===== config.mk =====
export PLATFORM = sky130hd
export DESIGN_NAME = ycr_conv
export DESIGN_NICKNAME = d
export VERILOG_FILES = /design/src/hw/rtl/ycr_pkg.sv /design/src/hw/rtl/ycr_conv.sv
export SDC_FILE = /design/constraint.sdc
export NUM_CORES = 2
export LEC_CHECK = 0
export ABC_CLOCK_PERIOD_IN_PS = 30300
export BUFFER_PORTS_ARGS = -buffer_cell sky130_fd_sc_hd__buf_2
export CORE_ASPECT_RATIO = 2
export CORE_UTILIZATION = 42
export DETAILED_ROUTE_END_ITERATION = 12
export SLEW_MARGIN = 10
export SYNTH_ARGS = -nofsm -noshare
export SYNTH_HDL_FRONTEND = slang
export SYNTH_SLANG_ARGS = --single-unit

===== constraint.sdc =====
create_clock -name clk -period 30.3 [get_ports clk]
set_clock_uncertainty 0.1 [all_clocks]
set_input_delay 3.03 -clock clk [delete_from_list [all_inputs] [get_ports clk]]
set_output_delay 3.03 -clock clk [all_outputs]
set_load 0.02 [all_outputs]

===== src/hw/rtl/ycr_pkg.sv =====
// ----------------------------------------------------------------------------
// ycr_pkg
// Shared types and constants for the YCbCr to RGB upsampler.
// ----------------------------------------------------------------------------
package ycr_pkg;

  localparam int MAX_LINE_WIDTH_DEF = 4096;

  localparam int SAMPLE_W = 16;
  localparam int FMT_W    = 2;
  localparam int BITS_W   = 5;
  localparam int LWIDTH_W = 13;
  localparam int CFG_W    = 13;
  localparam int CFG_ADDR_W = 2;

  // register indexes
  localparam logic [CFG_ADDR_W-1:0] REG_CHROMA_FORMAT = 2'd0;
  localparam logic [CFG_ADDR_W-1:0] REG_SAMPLE_BITS   = 2'd1;
  localparam logic [CFG_ADDR_W-1:0] REG_LINE_WIDTH    = 2'd2;

  // chroma formats, the fourth code behaves as 4:2:0
  localparam logic [FMT_W-1:0] FMT_444 = 2'd0;
  localparam logic [FMT_W-1:0] FMT_422 = 2'd1;
  localparam logic [FMT_W-1:0] FMT_420 = 2'd2;

  localparam logic [FMT_W-1:0]    FORMAT_RESET = FMT_444;
  localparam logic [BITS_W-1:0]   BITS_RESET   = 5'd8;
  localparam logic [LWIDTH_W-1:0] WIDTH_RESET  = 13'd1920;

  // coefficients with 20 fractional bits
  localparam int FRAC_BITS = 20;
  localparam int COEF_W    = 22;
  localparam logic signed [COEF_W-1:0] K_RED     = 22'sd1470104;
  localparam logic signed [COEF_W-1:0] K_GREEN_B = 22'sd360710;
  localparam logic signed [COEF_W-1:0] K_GREEN_R = 22'sd748683;
  localparam logic signed [COEF_W-1:0] K_BLUE    = 22'sd1858077;

  typedef enum logic [1:0] {
    SRC_INPUT,
    SRC_STORE,
    SRC_HELD
  } chroma_src_t;

  typedef struct packed {
    logic [SAMPLE_W-1:0]   luma;
    logic [SAMPLE_W-1:0]   cb;
    logic [SAMPLE_W-1:0]   cr;
    logic [2*SAMPLE_W-1:0] store_pair;  // cr in upper half, cb in lower half
    chroma_src_t           src;
  } ycr_item_t;

endpackage


===== src/hw/rtl/ycr_conv.sv =====
// ----------------------------------------------------------------------------
// ycr_conv
// Chroma pair selection, coefficient products and clamped RGB result register.
// ----------------------------------------------------------------------------
module ycr_conv
  import ycr_pkg::*;
(
  input  logic                  clk,
  input  logic                  rst_n,
  input  logic                  advance,    // item moves out of the input register
  input  ycr_item_t             item,
  input  logic                  prod_load,  // product register loads
  input  logic                  out_load,   // result register loads
  input  logic [BITS_W-1:0]     sample_bits,
  output logic [3*SAMPLE_W-1:0] rgb
);

  localparam int CH_W  = SAMPLE_W + 1;
  localparam int PW    = COEF_W + CH_W;
  localparam int SW    = PW + 1;
  localparam int QW    = FRAC_BITS;
  localparam int YW    = QW + 1;

  logic [2*SAMPLE_W-1:0] held_r, pair;
  logic [BITS_W-1:0]     bits_eff;
  logic signed [CH_W-1:0] offset, cbp, crp;
  logic signed [PW-1:0]  p_red_r, p_gb_r, p_gr_r, p_blue_r;
  logic [SAMPLE_W-1:0]   luma_r;
  logic signed [SW-1:0]  s_red, s_green, s_blue;
  logic signed [QW-1:0]  q_red, q_green, q_blue;
  logic signed [YW-1:0]  y_ext, v_red, v_green, v_blue;
  logic signed [YW-1:0]  upper;
  logic [SAMPLE_W-1:0]   r_c, g_c, b_c;

  function automatic logic signed [QW-1:0] trunc0(input logic signed [SW-1:0] s);
    logic signed [SW-1:0] biased;
    biased = s + ((s < 0) ? SW'((1 << FRAC_BITS) - 1) : SW'(0));
    trunc0 = QW'(biased >>> FRAC_BITS);
  endfunction

  function automatic logic [SAMPLE_W-1:0] clampv(input logic signed [YW-1:0] v,
                                                input logic signed [YW-1:0] up);
    logic [SAMPLE_W-1:0] res;
    if (v < 0) begin
      res = '0;
    end else if (v > up) begin
      res = up[SAMPLE_W-1:0];
    end else begin
      res = v[SAMPLE_W-1:0];
    end
    clampv = res;
  endfunction

  always_comb begin
    if (sample_bits == '0) begin
      bits_eff = BITS_W'(1);
    end else if (sample_bits > BITS_W'(SAMPLE_W)) begin
      bits_eff = BITS_W'(SAMPLE_W);
    end else begin
      bits_eff = sample_bits;
    end
    offset = CH_W'(1) << (bits_eff - BITS_W'(1));
    upper  = (YW'(1) << bits_eff) - YW'(1);

    unique case (item.src)
      SRC_INPUT: pair = {item.cr, item.cb};
      SRC_STORE: pair = item.store_pair;
      default:   pair = held_r;
    endcase
    cbp = $signed({1'b0, pair[SAMPLE_W-1:0]}) - offset;
    crp = $signed({1'b0, pair[2*SAMPLE_W-1:SAMPLE_W]}) - offset;
  end

  always_ff @(posedge clk) begin
    if (!rst_n) begin
      held_r <= '0;
    end else if (advance) begin
      held_r <= pair;
    end
  end

  always_ff @(posedge clk) begin
    if (prod_load) begin
      luma_r   <= item.luma;
      p_red_r  <= PW'(K_RED) * PW'(crp);
      p_gb_r   <= PW'(K_GREEN_B) * PW'(cbp);
      p_gr_r   <= PW'(K_GREEN_R) * PW'(crp);
      p_blue_r <= PW'(K_BLUE) * PW'(cbp);
    end
  end

  always_comb begin
    s_red   = SW'(p_red_r);
    s_green = SW'(p_gb_r) + SW'(p_gr_r);
    s_blue  = SW'(p_blue_r);
    q_red   = trunc0(s_red);
    q_green = trunc0(s_green);
    q_blue  = trunc0(s_blue);
    y_ext   = $signed(YW'(luma_r));
    v_red   = y_ext + YW'(q_red);
    v_green = y_ext - YW'(q_green);
    v_blue  = y_ext + YW'(q_blue);
    r_c     = clampv(v_red, upper);
    g_c     = clampv(v_green, upper);
    b_c     = clampv(v_blue, upper);
  end

  always_ff @(posedge clk) begin
    if (out_load) begin
      rgb <= {b_c, g_c, r_c};
    end
  end

endmodule

==> out/metrics.cfg <==
[clock_network]
clock_tree.root_cell=sky130_fd_sc_hd__clkbuf_16
clock_tree_from_tritoncts=built
cts_buffer_depth=3
worst_setup_hold_path_clk_slew_ps=70
cts_buffers=28
clkLatencyLatePin_ps=650
cts.sinks=241
post_cts_hold_buffer_count=0
cts-htree-levels=1
post-cts-setup-buffers=0
cts.repair.resized=0

[synthesis]
synth.top_cell.area_share_pct=24.79
post_synth.cell_area_avg_um2=9.544
synth_top_flop_cell=sky130_fd_sc_hd__edfxtp_1
sequential_fraction_of_the_synthesis_area_pct=17.43
synth.largest_area_cell=sky130_fd_sc_hd__ha_1
ys_seq_elements=241
synthesis.nets=5415
yosysWarnings=0
post_syn_area_mm2=0.03967
synth_enable_flop_cells=209
synthesis.instances=4157
async_flop_share_pct=0
synth_unique_cells=83
synth.area.top_cells=sky130_fd_sc_hd__ha_1 (25%), sky130_fd_sc_hd__fa_1 (19%), sky130_fd_sc_hd__edfxtp_1 (16%)

[placed_design]
place_hpwl_um=109200
portBuffers=139
finalWeightedCongestion=1.138

[cells_and_area]
drive_above_1_share_pct=6.240
area.growth.synth_to_final_pct=8.114
nets=5563

[drt]
number_of_vias_per_cell=5.443
routed-via-count=30130
drt_iter0_drc=1174
drcViolationCount=0
drt_first_pass_iters=7
wl_per_cell_um=22.86
postRouteWirelength_um=126500
route.antenna.remaining_nets=0

[job]
max-cap-violations=0

[timing]
whs_ps=419.5
hold_viol_final=0
worstMarginPinSlew_ps=1233
report.final.setup_viol=0
rsz0062_at_grt=false
finalMaxSlewViolations=0
slew_headroom_pct=16.94
post-route-period-util_pct=45.82
setup_tns_final_ps=0
post-route-min-period_ps=13880
max_clock_freq_mhz=72.03

[grt]
number_of_antenna_violations_at_the_first_check_in_global_routing=2
first_global_vias=32230
global_route_wire_length_before_repair_um=189000
grt_use_total_pct=27.04
grt_start_max_net_pins=65
aggregate_global_routing_overflow=0

[setup_path]
cp_data_required_time_ps=30590
timing.critical_path.slowest_stage_cell=sky130_fd_sc_hd__o21ai_0
path_type_of_the_worst_setup_path=in2reg
endpoint_kind=flop
crit_path_max_incr_delay_ps=990
critPathMostFrequentCell=sky130_fd_sc_hd__a21o_1
crit_fanout=32
timing.critical_path.from_type=input port
timing.critical_path.arrival_ps=14170

[die]
floorplan.core_area_mm2=0.09370
dieWidth_um=219.3
initial_utilization_pct=42.34
full_die_area_mm2=0.09577
io_pins=140
rows=159
die_y_um=436.7

[run_status]
result_of_the_run=finished, final reports clean

[hold_path]
timing.hold.worst.class=reg2reg

==> sequential cells by signal (all words and copies together) (netlist names) <==
register  count
p_red_r      33
held_r       32
p_gb_r       35
rgb          48
p_blue_r     39
p_gr_r       38
luma_r       16
==> worst max-delay path: cells and delay by family <==
family	cells	cell delay, ps
buffers and inverters	5	900
muxes	1	190
AOI/OAI and AO/OA	20	5450
and+or+nand+nor	2	230
xor gates and xnor gates	2	890
adders and majority gates	8	3460
==> cell families after synthesis <==
group                      Yosys count  share of synthesized area [%]
buffers and inverters              835                          7.972
xor gates and xnor gates           272                          6.024
and+or+nand+nor                    773                          9.445
muxes                               95                          2.409
AOI/OAI and AO/OA                  771                          12.65
DFF                                241                          17.43
adders and majority gates         1170                          44.06
==> metal layers <==
metal,up-vias,global-route usage (%),wire length (um)
li1,14410,-,-
met1,14540,23.84,39680
met2,746,51.52,67860
met3,433,3.215,4389
met4,2,25.40,14560
met5,-,0,15
==> Yosys cell counts, types with 5 or more instances <==
master                      number
sky130_fd_sc_hd__a211o_1         5
sky130_fd_sc_hd__a211oi_1       40
sky130_fd_sc_hd__a21boi_0       15
sky130_fd_sc_hd__a21o_1        123
sky130_fd_sc_hd__a21oi_1       213
sky130_fd_sc_hd__a221oi_1        5
sky130_fd_sc_hd__a31o_2         10
sky130_fd_sc_hd__a31oi_1        16
sky130_fd_sc_hd__a41oi_1         6
sky130_fd_sc_hd__and2_1         15
sky130_fd_sc_hd__and3_1         22
sky130_fd_sc_hd__and4_1          8
sky130_fd_sc_hd__buf_1           6
sky130_fd_sc_hd__buf_2          10
sky130_fd_sc_hd__clkbuf_1       37
sky130_fd_sc_hd__dfxtp_1        32
sky130_fd_sc_hd__edfxtp_1      209
sky130_fd_sc_hd__fa_1          380
sky130_fd_sc_hd__ha_1          786
sky130_fd_sc_hd__inv_1         779
sky130_fd_sc_hd__mux2i_1        91
sky130_fd_sc_hd__nand2_1       186
sky130_fd_sc_hd__nand2b_1       45
sky130_fd_sc_hd__nand3_1        66
sky130_fd_sc_hd__nand3b_1        6
sky130_fd_sc_hd__nand4_1        32
sky130_fd_sc_hd__nor2_1        235
sky130_fd_sc_hd__nor2b_1        73
sky130_fd_sc_hd__nor3_1         41
sky130_fd_sc_hd__nor3b_1         5
sky130_fd_sc_hd__nor4_1          6
sky130_fd_sc_hd__nor4b_1         5
sky130_fd_sc_hd__o2111ai_1       5
sky130_fd_sc_hd__o211ai_1       22
sky130_fd_sc_hd__o21a_1         48
sky130_fd_sc_hd__o21ai_0       152
sky130_fd_sc_hd__o21bai_1       38
sky130_fd_sc_hd__o311ai_0        6
sky130_fd_sc_hd__o31ai_1         9
sky130_fd_sc_hd__o41ai_1         6
sky130_fd_sc_hd__or2_2           9
sky130_fd_sc_hd__xnor2_1       186
sky130_fd_sc_hd__xor2_1         85
==> final timing paths <==
check	from	endpoint	slack (ps)	cells after the start
worst min-delay path	held_r[13]	held_r[13]	420	2
worst max register to register	p_gr_r[15]	rgb[29]	18450	42
worst max-delay path	item[0]	p_blue_r[37]	16420	38
worst min register to register	held_r[13]	held_r[13]	420	2
==> cell usage in the layout (no fill, tap or decap), types with 40 or more instances in the layout <==
cell and n:
sky130_fd_sc_hd__o21ai_0 152, sky130_fd_sc_hd__buf_2 138, sky130_fd_sc_hd__a21oi_1 212, sky130_fd_sc_hd__nand2b_1 45, sky130_fd_sc_hd__a21o_1 123, sky130_fd_sc_hd__fa_1 380
sky130_fd_sc_hd__o21a_1 48, sky130_fd_sc_hd__nand3_1 66, sky130_fd_sc_hd__a211oi_1 40, sky130_fd_sc_hd__mux2i_1 91, sky130_fd_sc_hd__xor2_1 84, sky130_fd_sc_hd__nor2_1 234
sky130_fd_sc_hd__xnor2_1 184, sky130_fd_sc_hd__inv_1 779, sky130_fd_sc_hd__nor3_1 41, sky130_fd_sc_hd__nand2_1 186, sky130_fd_sc_hd__nor2b_1 73, sky130_fd_sc_hd__ha_1 786
sky130_fd_sc_hd__edfxtp_1 209
==> stage by stage <==
stage                     instances  cell area [um^2]  util (%)  worst slack (ps)
after floorplan                4157             39670         -             17040
after global placement         5482             41940     44.76             15630
after detailed placement       5482             41940     44.76             15540
after CTS                      5534             42870     45.75             16170
after global routing           5535             42890     45.78             15720
final                          5535             42890     45.78             16420
==> cell type report <==
type	count	area [um^2]
multi-input combinational	3081	29650
timing repair buffer	174	964.7
sequential	241	6917
clock inverter	21	217.7
tap	1207	1510
clock buffer	31	711.9
inverter	779	2924
antenna	1	2.502
fill	9044	50810
Power is left out: the tool's default activity adds up to more than one toggle a clock period on the data nets, which glitch-free logic cannot reach.
